### src/rtl/core/lru_buffer_manager_assert.svh
// ----------------------------------------------------------------------------
// lru_buffer_manager_assert
// Clocked assertion macros for the buffer manager, empty in synthesis.
// ----------------------------------------------------------------------------
`ifndef LRU_BUFFER_MANAGER_ASSERT_SVH
`define LRU_BUFFER_MANAGER_ASSERT_SVH
`ifndef SYNTHESIS
`define LBM_ASSERT(label, clk, rst_n, prop, msg) \
  label: assert property (@(posedge clk) disable iff (!rst_n) prop) else $error(msg);
`define LBM_ASSERT_NEXT(label, clk, rst_n, ante, cons, msg) \
  label: assert property (@(posedge clk) disable iff (!rst_n) (ante) |=> (cons)) else $error(msg);
`else
`define LBM_ASSERT(label, clk, rst_n, prop, msg)
`define LBM_ASSERT_NEXT(label, clk, rst_n, ante, cons, msg)
`endif
`endif

### src/rtl/core/lbm_pkg.sv
// ----------------------------------------------------------------------------
// lbm_pkg
// Shared types, codes and defaults of the buffer manager.
// ----------------------------------------------------------------------------
`default_nettype none
package lbm_pkg;
  localparam int unsigned EntriesDef = 16;
  localparam int unsigned PinBitsDef = 8;
  localparam int unsigned KeyW = 32;
  localparam int unsigned IdxInW = 4;
  localparam int unsigned PinOutW = 8;

  typedef enum logic [1:0] {
    KIND_ALLOC = 2'd0, KIND_ACCESS = 2'd1, KIND_DONE = 2'd2, KIND_FREE = 2'd3
  } kind_e;

  typedef enum logic [2:0] {
    ST_OK = 3'd0, ST_MISMATCH = 3'd1, ST_IN_USE = 3'd2, ST_NO_ENTRY = 3'd3,
    ST_NOT_PINNED = 3'd4
  } status_e;

  typedef enum logic [2:0] {
    S_IDLE, S_DECIDE, S_UNLINK, S_LINK, S_APPLY, S_OUT
  } state_e;

  typedef struct packed {
    logic load;
    logic decide;
    logic unlink;
    logic link;
    logic apply;
  } cmd_t;

  typedef struct packed {
    logic need_unlink;
    logic need_link;
  } sts_t;
endpackage
`default_nettype wire

### src/rtl/core/lbm_ctrl.sv
// ----------------------------------------------------------------------------
// lbm_ctrl
// Sequencer: load, decide, unlink or link, apply, present the result.
// ----------------------------------------------------------------------------
`default_nettype none
module lbm_ctrl (
  input  wire logic           clk_i,
  input  wire logic           rst_ni,
  input  wire logic           in_valid_i,
  output logic                in_ready_o,
  output logic                out_valid_o,
  input  wire logic           out_ready_i,
  input  wire lbm_pkg::sts_t  sts_i,
  output lbm_pkg::cmd_t       cmd_o
);
  lbm_pkg::state_e state_q, state_d;

  always_ff @(posedge clk_i or negedge rst_ni) begin
    if (!rst_ni) state_q <= lbm_pkg::S_IDLE;
    else state_q <= state_d;
  end

  always_comb begin
    state_d = state_q;
    case (state_q)
      lbm_pkg::S_IDLE:   if (in_valid_i) state_d = lbm_pkg::S_DECIDE;
      lbm_pkg::S_DECIDE: begin
        if (sts_i.need_unlink) state_d = lbm_pkg::S_UNLINK;
        else if (sts_i.need_link) state_d = lbm_pkg::S_LINK;
        else state_d = lbm_pkg::S_APPLY;
      end
      lbm_pkg::S_UNLINK: state_d = lbm_pkg::S_APPLY;
      lbm_pkg::S_LINK:   state_d = lbm_pkg::S_APPLY;
      lbm_pkg::S_APPLY:  state_d = lbm_pkg::S_OUT;
      lbm_pkg::S_OUT:    if (out_ready_i) state_d = lbm_pkg::S_IDLE;
      default:           state_d = lbm_pkg::S_IDLE;
    endcase
  end

  always_comb begin
    in_ready_o  = (state_q == lbm_pkg::S_IDLE);
    out_valid_o = (state_q == lbm_pkg::S_OUT);
    cmd_o.load   = in_ready_o && in_valid_i;
    cmd_o.decide = (state_q == lbm_pkg::S_DECIDE);
    cmd_o.unlink = (state_q == lbm_pkg::S_UNLINK);
    cmd_o.link   = (state_q == lbm_pkg::S_LINK);
    cmd_o.apply  = (state_q == lbm_pkg::S_APPLY);
  end
endmodule
`default_nettype wire

### src/rtl/core/lbm_datapath.sv
// ----------------------------------------------------------------------------
// lbm_datapath
// Entry table, LRU links, free stack and result registers.
// ----------------------------------------------------------------------------
`default_nettype none
module lbm_datapath #(
  parameter int unsigned ENTRIES  = lbm_pkg::EntriesDef,
  parameter int unsigned PIN_BITS = lbm_pkg::PinBitsDef
) (
  input  wire logic                        clk_i,
  input  wire logic                        rst_ni,
  input  wire lbm_pkg::cmd_t               cmd_i,
  output lbm_pkg::sts_t                    sts_o,
  input  wire logic [1:0]                  kind_i,
  input  wire logic [lbm_pkg::KeyW-1:0]    key_i,
  input  wire logic [lbm_pkg::IdxInW-1:0]  entry_index_i,
  output logic [lbm_pkg::IdxInW-1:0]       result_index_o,
  output logic [2:0]                       status_o,
  output logic                             evicted_o,
  output logic [lbm_pkg::KeyW-1:0]         evicted_key_o,
  output logic [lbm_pkg::PinOutW-1:0]      pin_count_o
);
  localparam int unsigned IW = $clog2(ENTRIES + 1);   // link width with null
  localparam int unsigned EW = (ENTRIES > 1) ? $clog2(ENTRIES) : 1;
  localparam logic [IW-1:0] Nil = IW'(ENTRIES);
  localparam logic [PIN_BITS-1:0] PinMax = '1;
  localparam int unsigned KW = lbm_pkg::KeyW;

  logic [KW-1:0]       key_q [ENTRIES];
  logic [PIN_BITS-1:0] pins_q [ENTRIES];
  logic [ENTRIES-1:0]  valid_q;
  logic [IW-1:0]       prev_q [ENTRIES];
  logic [IW-1:0]       next_q [ENTRIES];
  logic [IW-1:0]       front_q, rear_q;
  logic [IW-1:0]       count_q;
  logic [EW-1:0]       stack_q [ENTRIES];
  logic [IW-1:0]       fcount_q;

  // latched item
  logic [1:0]    kind_q;
  logic [KW-1:0] ikey_q;
  logic [lbm_pkg::IdxInW-1:0] iidx_q;

  // decision registers
  logic [EW-1:0] tgt_q;
  logic          tgt_ok_q;
  logic [2:0]    st_q;
  logic          ev_q;
  logic [KW-1:0] evk_q;
  logic          pop_q, push_q;
  logic [PIN_BITS-1:0] newpins_q;
  logic [IW-1:0] up_q, un_q;   // captured neighbors

  // result registers
  logic [lbm_pkg::IdxInW-1:0] ridx_q;
  logic [2:0]                 rst_q;
  logic                       rev_q;
  logic [KW-1:0]              revk_q;
  logic [lbm_pkg::PinOutW-1:0] rpin_q;

  // decide logic
  logic [EW-1:0] d_tgt;
  logic          d_ok, d_pop, d_push, d_unl, d_lnk, d_ev, d_inrange, d_onlist;
  logic [2:0]    d_st;
  logic [PIN_BITS-1:0] d_pins, cur_pins;
  logic [IW-1:0] top_idx;

  always_comb begin
    top_idx   = fcount_q - IW'(1);
    d_inrange = ({{(32-lbm_pkg::IdxInW){1'b0}}, iidx_q} < 32'(ENTRIES));
    d_tgt     = EW'(iidx_q);
    d_ok = 1'b0; d_pop = 1'b0; d_push = 1'b0; d_unl = 1'b0; d_lnk = 1'b0;
    d_ev = 1'b0; d_st = lbm_pkg::ST_OK;
    cur_pins = pins_q[d_tgt];
    d_pins = cur_pins;
    d_onlist = (front_q == IW'(d_tgt)) || (prev_q[d_tgt] != Nil);
    case (lbm_pkg::kind_e'(kind_q))
      lbm_pkg::KIND_ALLOC: begin
        d_pins = '0;
        if (fcount_q != '0 && fcount_q <= IW'(ENTRIES)) begin
          d_tgt = stack_q[top_idx[EW-1:0]]; d_ok = 1'b1; d_pop = 1'b1;
        end else if (rear_q != Nil) begin
          d_tgt = rear_q[EW-1:0]; d_ok = 1'b1; d_unl = 1'b1; d_ev = 1'b1;
        end else begin
          d_st = lbm_pkg::ST_NO_ENTRY;
        end
      end
      default: begin
        if (!d_inrange || !valid_q[d_tgt]) begin
          d_st = lbm_pkg::ST_NO_ENTRY;
        end else if (kind_q == lbm_pkg::KIND_ACCESS) begin
          if (key_q[d_tgt] != ikey_q) d_st = lbm_pkg::ST_MISMATCH;
          else if (cur_pins == '0) begin
            d_ok = 1'b1; d_pins = PIN_BITS'(1); d_unl = d_onlist;
          end else begin
            d_ok = 1'b1;
            if (cur_pins != PinMax) d_pins = cur_pins + PIN_BITS'(1);
          end
        end else if (kind_q == lbm_pkg::KIND_DONE) begin
          if (cur_pins == '0) d_st = lbm_pkg::ST_NOT_PINNED;
          else begin
            d_ok = 1'b1; d_pins = cur_pins - PIN_BITS'(1);
            d_lnk = (d_pins == '0);
          end
        end else begin
          if (key_q[d_tgt] != ikey_q) d_st = lbm_pkg::ST_MISMATCH;
          else if (cur_pins != '0) d_st = lbm_pkg::ST_IN_USE;
          else begin
            d_ok = 1'b1; d_unl = d_onlist; d_push = (fcount_q < IW'(ENTRIES));
          end
        end
      end
    endcase
  end

  always_comb begin
    sts_o.need_unlink = d_unl;
    sts_o.need_link   = d_lnk;
  end

  always_ff @(posedge clk_i or negedge rst_ni) begin
    if (!rst_ni) begin
      valid_q  <= '0;
      front_q  <= Nil;
      rear_q   <= Nil;
      count_q  <= '0;
      fcount_q <= IW'(ENTRIES);
      for (int i = 0; i < ENTRIES; i++) begin
        key_q[i]   <= '0;
        pins_q[i]  <= '0;
        prev_q[i]  <= Nil;
        next_q[i]  <= Nil;
        stack_q[i] <= EW'(i);
      end
    end else begin
      if (cmd_i.unlink) begin
        // splice the target out of the list
        if (up_q != Nil) next_q[up_q[EW-1:0]] <= un_q; else front_q <= un_q;
        if (un_q != Nil) prev_q[un_q[EW-1:0]] <= up_q; else rear_q <= up_q;
        prev_q[tgt_q] <= Nil;
        next_q[tgt_q] <= Nil;
        if (count_q != '0) count_q <= count_q - IW'(1);
      end
      if (cmd_i.link) begin
        prev_q[tgt_q] <= Nil;
        next_q[tgt_q] <= front_q;
        if (front_q != Nil) prev_q[front_q[EW-1:0]] <= IW'(tgt_q);
        else rear_q <= IW'(tgt_q);
        front_q <= IW'(tgt_q);
        count_q <= count_q + IW'(1);
      end
      if (cmd_i.apply && tgt_ok_q) begin
        pins_q[tgt_q] <= newpins_q;
        if (kind_q == lbm_pkg::KIND_ALLOC) begin
          key_q[tgt_q]   <= ikey_q;
          valid_q[tgt_q] <= 1'b1;
          prev_q[tgt_q]  <= Nil;
          next_q[tgt_q]  <= Nil;
          if (pop_q) fcount_q <= fcount_q - IW'(1);
        end else if (kind_q == lbm_pkg::KIND_FREE) begin
          valid_q[tgt_q] <= 1'b0;
          if (push_q) begin
            stack_q[fcount_q[EW-1:0]] <= tgt_q;
            fcount_q <= fcount_q + IW'(1);
          end
        end
      end
    end
  end

  always_ff @(posedge clk_i) begin
    if (cmd_i.load) begin
      kind_q <= kind_i;
      ikey_q <= key_i;
      iidx_q <= entry_index_i;
    end
    if (cmd_i.decide) begin
      tgt_q     <= d_tgt;
      tgt_ok_q  <= d_ok;
      st_q      <= d_st;
      ev_q      <= d_ev;
      evk_q     <= d_ev ? key_q[d_tgt] : '0;
      pop_q     <= d_pop;
      push_q    <= d_push;
      newpins_q <= d_pins;
      up_q      <= prev_q[d_tgt];
      un_q      <= next_q[d_tgt];
    end
    if (cmd_i.apply) begin
      if (kind_q == lbm_pkg::KIND_ALLOC)
        ridx_q <= tgt_ok_q ? lbm_pkg::IdxInW'(tgt_q) : '0;
      else
        ridx_q <= iidx_q;
      rst_q  <= st_q;
      rev_q  <= ev_q;
      revk_q <= evk_q;
      if (kind_q == lbm_pkg::KIND_ALLOC || st_q == lbm_pkg::ST_NO_ENTRY)
        rpin_q <= '0;
      else
        rpin_q <= lbm_pkg::PinOutW'(tgt_ok_q ? newpins_q : pins_q[tgt_q]);
    end
  end

  assign result_index_o = ridx_q;
  assign status_o       = rst_q;
  assign evicted_o      = rev_q;
  assign evicted_key_o  = revk_q;
  assign pin_count_o    = rpin_q;
endmodule
`default_nettype wire

### src/rtl/core/lru_buffer_manager.sv
// ----------------------------------------------------------------------------
// lru_buffer_manager
// Buffer pool with free stack and LRU eviction list.
// ----------------------------------------------------------------------------
// channel  handshake               payload
// in       in_valid_i/in_ready_o   kind_i, key_i, entry_index_i
// out      out_valid_o/out_ready_i result_index_o, status_o, evicted_o,
//                                  evicted_key_o, pin_count_o
// An item passes through accept, decide, apply and present, with an unlink
// from or a link into the LRU list between decide and apply when needed; the
// sequencer holds one item at a time.
// Reset clears all entries, links and refills the free stack at once.
// A stall on out holds the result and keeps in_ready_o low.
`default_nettype none
`include "lru_buffer_manager_assert.svh"
module lru_buffer_manager #(
  parameter int unsigned ENTRIES  = lbm_pkg::EntriesDef,
  parameter int unsigned PIN_BITS = lbm_pkg::PinBitsDef
) (
  input  wire logic                        clk_i,
  input  wire logic                        rst_ni,
  input  wire logic                        in_valid_i,
  output logic                             in_ready_o,
  input  wire logic [1:0]                  kind_i,
  input  wire logic [lbm_pkg::KeyW-1:0]    key_i,
  input  wire logic [lbm_pkg::IdxInW-1:0]  entry_index_i,
  output logic                             out_valid_o,
  input  wire logic                        out_ready_i,
  output logic [lbm_pkg::IdxInW-1:0]       result_index_o,
  output logic [2:0]                       status_o,
  output logic                             evicted_o,
  output logic [lbm_pkg::KeyW-1:0]         evicted_key_o,
  output logic [lbm_pkg::PinOutW-1:0]      pin_count_o
);
  lbm_pkg::cmd_t cmd;
  lbm_pkg::sts_t sts;

  lbm_ctrl u_ctrl (
    .clk_i, .rst_ni, .in_valid_i, .in_ready_o, .out_valid_o, .out_ready_i,
    .sts_i(sts), .cmd_o(cmd)
  );

  lbm_datapath #(.ENTRIES(ENTRIES), .PIN_BITS(PIN_BITS)) u_dp (
    .clk_i, .rst_ni, .cmd_i(cmd), .sts_o(sts), .kind_i, .key_i, .entry_index_i,
    .result_index_o, .status_o, .evicted_o, .evicted_key_o, .pin_count_o
  );

  `LBM_ASSERT(a_not_both, clk_i, rst_ni, !(in_ready_o && out_valid_o), "ready while result held")
  `LBM_ASSERT_NEXT(a_out_hold, clk_i, rst_ni, out_valid_o && !out_ready_i, out_valid_o && $stable(evicted_key_o), "result dropped while stalled")
  `LBM_ASSERT(a_ev_status, clk_i, rst_ni, !(out_valid_o && evicted_o && status_o != lbm_pkg::ST_OK), "evicted with error")
endmodule
`default_nettype wire
### config.mk
export PLATFORM = sky130hd
export DESIGN_NAME = lru_buffer_manager
export DESIGN_NICKNAME = d
export VERILOG_FILES = /design/src/rtl/core/lbm_pkg.sv /design/src/rtl/core/lbm_ctrl.sv /design/src/rtl/core/lbm_datapath.sv /design/src/rtl/core/lru_buffer_manager.sv
export VERILOG_INCLUDE_DIRS = /design/src /design/src/rtl/core
export SDC_FILE = /design/constraint.sdc
export NUM_CORES = 2
export LEC_CHECK = 0
export BUFFER_PORTS_ARGS = -buffer_cell sky130_fd_sc_hd__buf_4
export CAP_MARGIN = 20
export CORE_MARGIN = 3
export CORE_UTILIZATION = 43
export CTS_CLUSTER_DIAMETER = 100
export DETAILED_ROUTE_END_ITERATION = 12
export PLACE_DENSITY_LB_ADDON = 0.2
export SLEW_MARGIN = 20
export SYNTH_ARGS = -nofsm -noshare
export SYNTH_HDL_FRONTEND = slang
export SYNTH_SLANG_ARGS = --single-unit
### constraint.sdc
create_clock -name clk_i -period 7.4 [get_ports clk_i]
set_input_delay 0.37 -clock clk_i [delete_from_list [all_inputs] [get_ports clk_i]]
set_output_delay 0.37 -clock clk_i [all_outputs]
set_load 0.03 [all_outputs]
After elaboration in Yosys (flattened, before gate mapping)

Index checks and enable logic that the tools add are counted.

Register bits after elaboration: 1045
Bits of input ports: 42
Output and inout bits: 50
Logic and storage cells: 327

Add/subtract/negate cells: 4
Magnitude comparators: 18
Equality and inequality tests: 21
Mux-type cells: 129
Bitwise operators: 24
Reductions and logical operators: 28

Operators with widths:

| cell                                                      | count |
|---|---|
| 2-to-1 mux 80 bit                                         | 13 |
| bitwise mux 512 bit                                       | 1 |
| bitwise AND 64 bit                                        | 5 |
| bitwise mux 80 bit                                        | 4 |
| binary-select mux 32 bit (select 4 bit)                   | 2 |
| 2-to-1 mux 32 bit                                         | 5 |
| bitwise mux 128 bit                                       | 1 |
| demux 32 bit (select 4 bit)                               | 1 |
| 2-to-1 mux 5 bit                                          | 21 |
| 2-to-1 mux 8 bit                                          | 13 |
| OR 16 bit                                                 | 6 |
| demux 5 bit (select 4 bit)                                | 4 |
| binary-select mux 8 bit (select 4 bit)                    | 2 |
| bitwise mux 64 bit                                        | 1 |
| inverter 64 bit                                           | 1 |
| binary-select mux 5 bit (select 4 bit)                    | 3 |
| greater-or-equal comparator 5 bit (second input constant) | 8 |
| inverter 4 -> 5 bit                                       | 8 |
| 2-to-1 mux 3 bit                                          | 11 |
| demux 8 bit (select 4 bit)                                | 1 |
| 2-to-1 mux 16 bit                                         | 2 |
| 2-to-1 mux 4 bit                                          | 8 |
| != test 32 bit                                            | 1 |
| 2-to-1 mux 1 bit                                          | 29 |
| 40 further kinds                                          | 73 |

Logic depth before layout (Yosys ltp)

Word-level depth: 17
Depth in mapped cells: 19
Mapped depth without buffers: 12

Hierarchy

A second synthesis with hierarchy kept.

Cells, all modules: 5775
Area total of the unflattened synthesis: 56385.3 um2

Modules (own cells, without submodules):

| module       | times used | cells each | area an instance (um2) |
|---|---|---|---|
| lbm_datapath | 1          | 5753       | 56162.6 |
| lbm_ctrl     | 1          | 22         | 222.7 |

Worst setup path before layout

No wires, ideal clock.

Path type: register -> register
Start point: register u_ctrl.state_q[1]
End point: register u_dp.key_q[89] (netlist bit)
Library setup time: 0.117 ns
Data arrival time: 6.339 ns
Path slack: 0.944 ns
Cell stages (with the launch flop): 10
Period minus slack after synthesis: 6.456 ns
Cells stage by stage: dfrtp_1 -> clkbuf_1 -> nor3b_1 -> nand2_1 -> clkbuf_1 -> nor3_1 -> nand2_1 -> clkbuf_1 -> nand2_1 -> nand2_1

Cells in the longest elaborated chain, start to end: 3

Ends and longest elaborated chain:

| element                         | RTL line            | text |
|---|---|---|
| from (decl)                     | lbm_ctrl.sv:16      | `lbm_pkg::state_e state_q, state_d;` |
| from (signal assigned)          | lbm_ctrl.sv:19      | `if (!rst_ni) state_q <= lbm_pkg::S_IDLE;` |
| from (signal assigned)          | lbm_ctrl.sv:20      | `else state_q <= state_d;` |
| equality test 3 bit             | lbm_ctrl.sv:47      | `cmd_o.apply = (state_q == lbm_pkg::S_APPLY);` |
| logical AND 1 bit               | lbm_datapath.sv:152 | `if (cmd_i.apply && tgt_ok_q) begin` |
| AND reduction 2 bit (no line)   | -                   |  |
| to (signal, indexed assignment) | lbm_datapath.sv:155 | `key_q[tgt_q] <= ikey_q;` |
| to (decl)                       | lbm_datapath.sv:29  | `logic [KW-1:0] key_q [ENTRIES];` |

No other way between the ends.
A chain may end at the register's enable or synchronous reset.

Final worst setup path

Start point: register u_dp.fcount_q[0]
End point: register u_dp.evk_q[22], data pin

Cells in the longest elaborated chain, start to end: 11

Ends and longest elaborated chain:

| element                                              | RTL line            | text |
|---|---|---|
| from (decl)                                          | lbm_datapath.sv:37  | `logic [IW-1:0] fcount_q;` |
| from (signal assigned)                               | lbm_datapath.sv:127 | `fcount_q <= IW'(ENTRIES);` |
| from (signal assigned)                               | lbm_datapath.sv:159 | `if (pop_q) fcount_q <= fcount_q - IW'(1);` |
| from (signal assigned)                               | lbm_datapath.sv:164 | `fcount_q <= fcount_q + IW'(1);` |
| subtractor 5 x 1 -> 5 bit                            | -                   |  |
| net u_dp.top_idx[0]                                  | lbm_datapath.sv:66  | `logic [IW-1:0] top_idx;` |
| inverter 4 -> 5 bit (implied by the code)            | lbm_datapath.sv:81  | `d_tgt = stack_q[top_idx[EW-1:0]]; d_ok = 1'b1; d_pop = 1'b1;` |
| binary-select mux 4 bit (select 4 bit)               | lbm_datapath.sv:81  |  |
| 2-to-1 mux 4 bit (implied by the code) (2 in a row)  | lbm_datapath.sv:81  |  |
| 2-to-1 mux 4 bit                                     | lbm_datapath.sv:80  | `if (fcount_q != '0 && fcount_q <= IW'(ENTRIES)) begin` |
| 2-to-1 mux 4 bit                                     | lbm_datapath.sv:77  | `case (lbm_pkg::kind_e'(kind_q))` |
| net u_dp.d_tgt[2]                                    | lbm_datapath.sv:62  | `logic [EW-1:0] d_tgt;` |
| inverter 4 -> 5 bit (implied by the code)            | lbm_datapath.sv:182 | `evk_q <= d_ev ? key_q[d_tgt] : '0;` |
| binary-select mux 32 bit (select 4 bit)              | lbm_datapath.sv:182 |  |
| 2-to-1 mux 32 bit (implied by the code) (2 in a row) | lbm_datapath.sv:182 |  |
| to (signal assigned)                                 | lbm_datapath.sv:182 |  |
| to (decl)                                            | lbm_datapath.sv:49  | `logic [KW-1:0] evk_q;` |

The timed path passes the listed nets, and every way through them passes these cells. The select of a mux whose other input is x is not followed.

==> results.cfg <==
[final_layout]
nets = 5752
finalNonFillerCells = 7534
syn_to_final_growth_pct = 11.7
drive_above_1_share_pct = 16.4
fin_area_mm2 = 0.0625
fin_util_pct = 48.7
fillers = 11700

[power_and_ir_drop]
power_switching_share_pct = 36.1
p_int_mw = 13.4
p_seq_share_pct = 42.3
power_leakage_nw = 29.5
power_density_mw_per_mm2 = 335
p_sw_mw = 7.56
ir_drop_mv = 0.264
pwr-share-clk_pct = 29.2
comb_power_share_pct = 28.5
fin_total_pwr_mw = 20.9

[synthesis]
postSynthAreaPerCell_um2 = 9.61
synthDistinctLibCells = 84
async_flop_share_pct = 85.9
synth_ff_type = dfrtp_1
synth_common_cells = 2094 x nand2_1, 831 x dfrtp_1, 362 x clkbuf_1
synth_area_leader_cell = dfrtp_1
synth_edf_count = 147
synth_top_cell_area_share_pct = 37.2
syn_inst = 5820
synth_warnings = 0
ys_ff_latch = 1045
synth_seq_area_share_pct = 48.2
syn_area_mm2 = 0.0559
synthTopCellsByArea = dfrtp_1 37%, nand2_1 14%, mux4_2 8.2%
syn-num-nets = 5874
yosysMostFrequentCell = nand2_1

[min_path]
worst_hold_path_type = input pin to async pin

[die]
fp.dieArea_mm2 = 0.134
coreArea_mm2 = 0.128
die_x_um = 367
io_pins = 92
fp.dieH_um = 367
fp-row-count = 131
initial_utilization_pct = 43.6

[detailed_routing]
vias_per_cell = 6.07
num_vias = 45800
drt_iter0_markers = 5927
wl_per_cell_um = 26.7
wl_um = 202000
ant_nets = 0
route.detailed.drc = 0
dr.pass1.iters = 6

[grt]
grt_remaining_overflow = 0
grt_busiest_layer = met2
first_global_vias = 44800
grtUsageMet3_pct = 6.11
grt_usage_pct = 29.5
grt_use_met1_pct = 41.0
use_met2_pct = 45.4
grt_max_degree = 166
grt_antenna_before_repair = 5
grt_pass1_wl_um = 300000

[timing]
max_freq_mhz = 192
whs_ps = 257
setup_tns_ps = 0
min_period_over_period_pct = 70.5
drv_slew = 0
fin_ws_ps = 2180
maxSlewHeadroom_pct = 18.7
rsz0062_at_grt = no
setup_viol = 0
finalHoldViolCount = 0
finClkSkew_ps = 61.0
period_needed_ps = 5220
tightestPinTransition_ps = 1210

[placed_design]
dpl_worst_slack_ps = 2220
hpwlAfterDp_um = 117000
gp_congestion = 0.923
portBuffers = 91
place_area_mm2 = 0.0580
dp_cells = 7265

[critical_path]
cp.arrival_ps = 5860
critPathMaxFanout = 21
startpoint = u_dp.fcount_q[0]$_DFFE_PN0P_
cp_data_required_time_ps = 8040
cp-end-kind = register
rr_startpoint = u_dp.fcount_q[0]$_DFFE_PN0P_
critical_path.startpoint_type = register
crit_type = register to register

[clocking]
cts_setup_buffers = 0
cts_resized = 0
clock-sinks = 1045
numCtsBuffers = 117
clk-insertion-delay-late_ps = 780
cts_buffer_depth = 3
h-tree-depth = 3
clockRootBuffer = clkbuf_16
clk_pin_slew_ps = 60
cts_tree = done

[outcome]
outcome = finished, final reports clean

[job]
drv_cap = 0
[layout by cell type (no fill, tap or decap), types with 13 or more instances in the layout]
cell	count
a221oi_1	48
a32oi_1	65
nand3_1	129
nand2b_1	17
nand4_1	14
a21o_1	14
o31ai_1	14
inv_1	15
mux4_2	203
a31oi_1	13
a211oi_1	62
clkbuf_1	24
clkbuf_8	13
xor2_1	41
nand3b_1	13
a22oi_1	71
nor2_1	288
nand2_1	2089
clkbuf_16	119
nor2b_1	17
nor4_1	16
dfstp_2	67
buf_4	199
mux2i_1	345
dlygate4sd3_1	42
clkinv_2	26
nor3_1	35
a22o_1	15
xnor2_1	34
nor2_4	15
mux2_2	204
edfxtp_1	147
dfrtp_1	831
o21ai_0	50
a21oi_1	259
and2_1	13
[routing by layer]
| layer | up-vias | share of wire (%) | routed length, um |
|---|---|---|---|
| li1 | 19800 | - | - |
| met1 | 23000 | 41 | 82300 |
| met2 | 2531 | 45 | 91300 |
| met3 | 441 | 9.7 | 19600 |
| met4 | 4 | 4.1 | 8190 |
| met5 | - | 0.011 | 23 |
[critical path, cell delays in order (launching register included)]
cell and delay (ps):
dfrtp_1 330, buf_4 330, inv_1 140, ha_1 800
mux4_2 420, mux4_2 490, mux2i_1 140, o21ai_0 270
nand2b_1 550, nor2_4 840, buf_4 450, a32oi_1 190
nand2_1 90
[what timing repair did]
item,in CTS,in global routing
hold buffers,42,0
endpoints found under the setup margin,0,0
endpoints found under the hold margin,114,0
[power by group through the flow]
stage | sequential, mW | clock [mW] | combinational (mW)
2_1_floorplan | 8.41 | 0 | 4.18
3_3_place_gp | 8.87 | 0 | 5.75
3_5_place_dp | 8.88 | 0 | 5.86
4_1_cts | 8.81 | 6.21 | 5.89
5_1_grt | 9.00 | 6.44 | 6.42
6_report | 8.86 | 6.12 | 5.96
[state kept, by name, summed over array words and instances (netlist names), 8 cells and up, named ones only]
signal	flops
u_dp.evk_q	32
u_dp.pins_q	128
u_dp.stack_q	64
u_dp.newpins_q	8
u_dp.evicted_key_o	32
u_dp.pin_count_o	8
u_dp.key_q	512
u_dp.prev_q	80
u_dp.ikey_q	32
u_dp.next_q	80
[final timing paths]
kind | to | slack, ps | cells past startpoint
min in group clk_i | u_dp.iidx_q[2]$_DFFE_PP_ | 320 | 2
hold / removal | u_dp.key_q[226]$_DFFE_PN0P_ | 260 | 2
setup reg to reg | u_dp.evk_q[22]$_SDFFCE_PN0N_ | 2180 | 12
hold reg to reg | u_dp.evicted_key_o[8]$_DFFE_PN_ | 420 | 0
setup / recovery | u_dp.evk_q[22]$_SDFFCE_PN0N_ | 2180 | 12
max in group asynchronous | u_dp.key_q[362]$_DFFE_PN0P_ | 5440 | 4
[kinds of logic (layout without fill, tap and decap cells)]
kind of cell,after synthesis,in the layout,share of synthesized area [%]
AO/OA/AOI/OAI,673,673,8.08
XOR/XNOR,75,75,1.17
adder cells (fa/ha/maj),12,12,0.268
buffers and inverters,517,499,3.89
flip-flops,1045,1045,48.2
multiplexers,755,755,18.6
other,0,3,0
AND/OR/NAND/NOR,2743,2743,19.8
[area by class of cell]
type                       instances  area [um2]  share of cell area, %
multi-input combinational       4258       27000                   43.3
antenna                            3        7.51                 0.0120
clock buffer                     156        3250                   5.20
clock inverter                    67         769                   1.23
tap                             1729        2160                   3.46
sequential                      1045       27000                   43.2
timing repair buffer             255        2180                   3.50
inverter                          21        86.3                  0.138
Note: power is estimated with default switching activity, not from simulation.
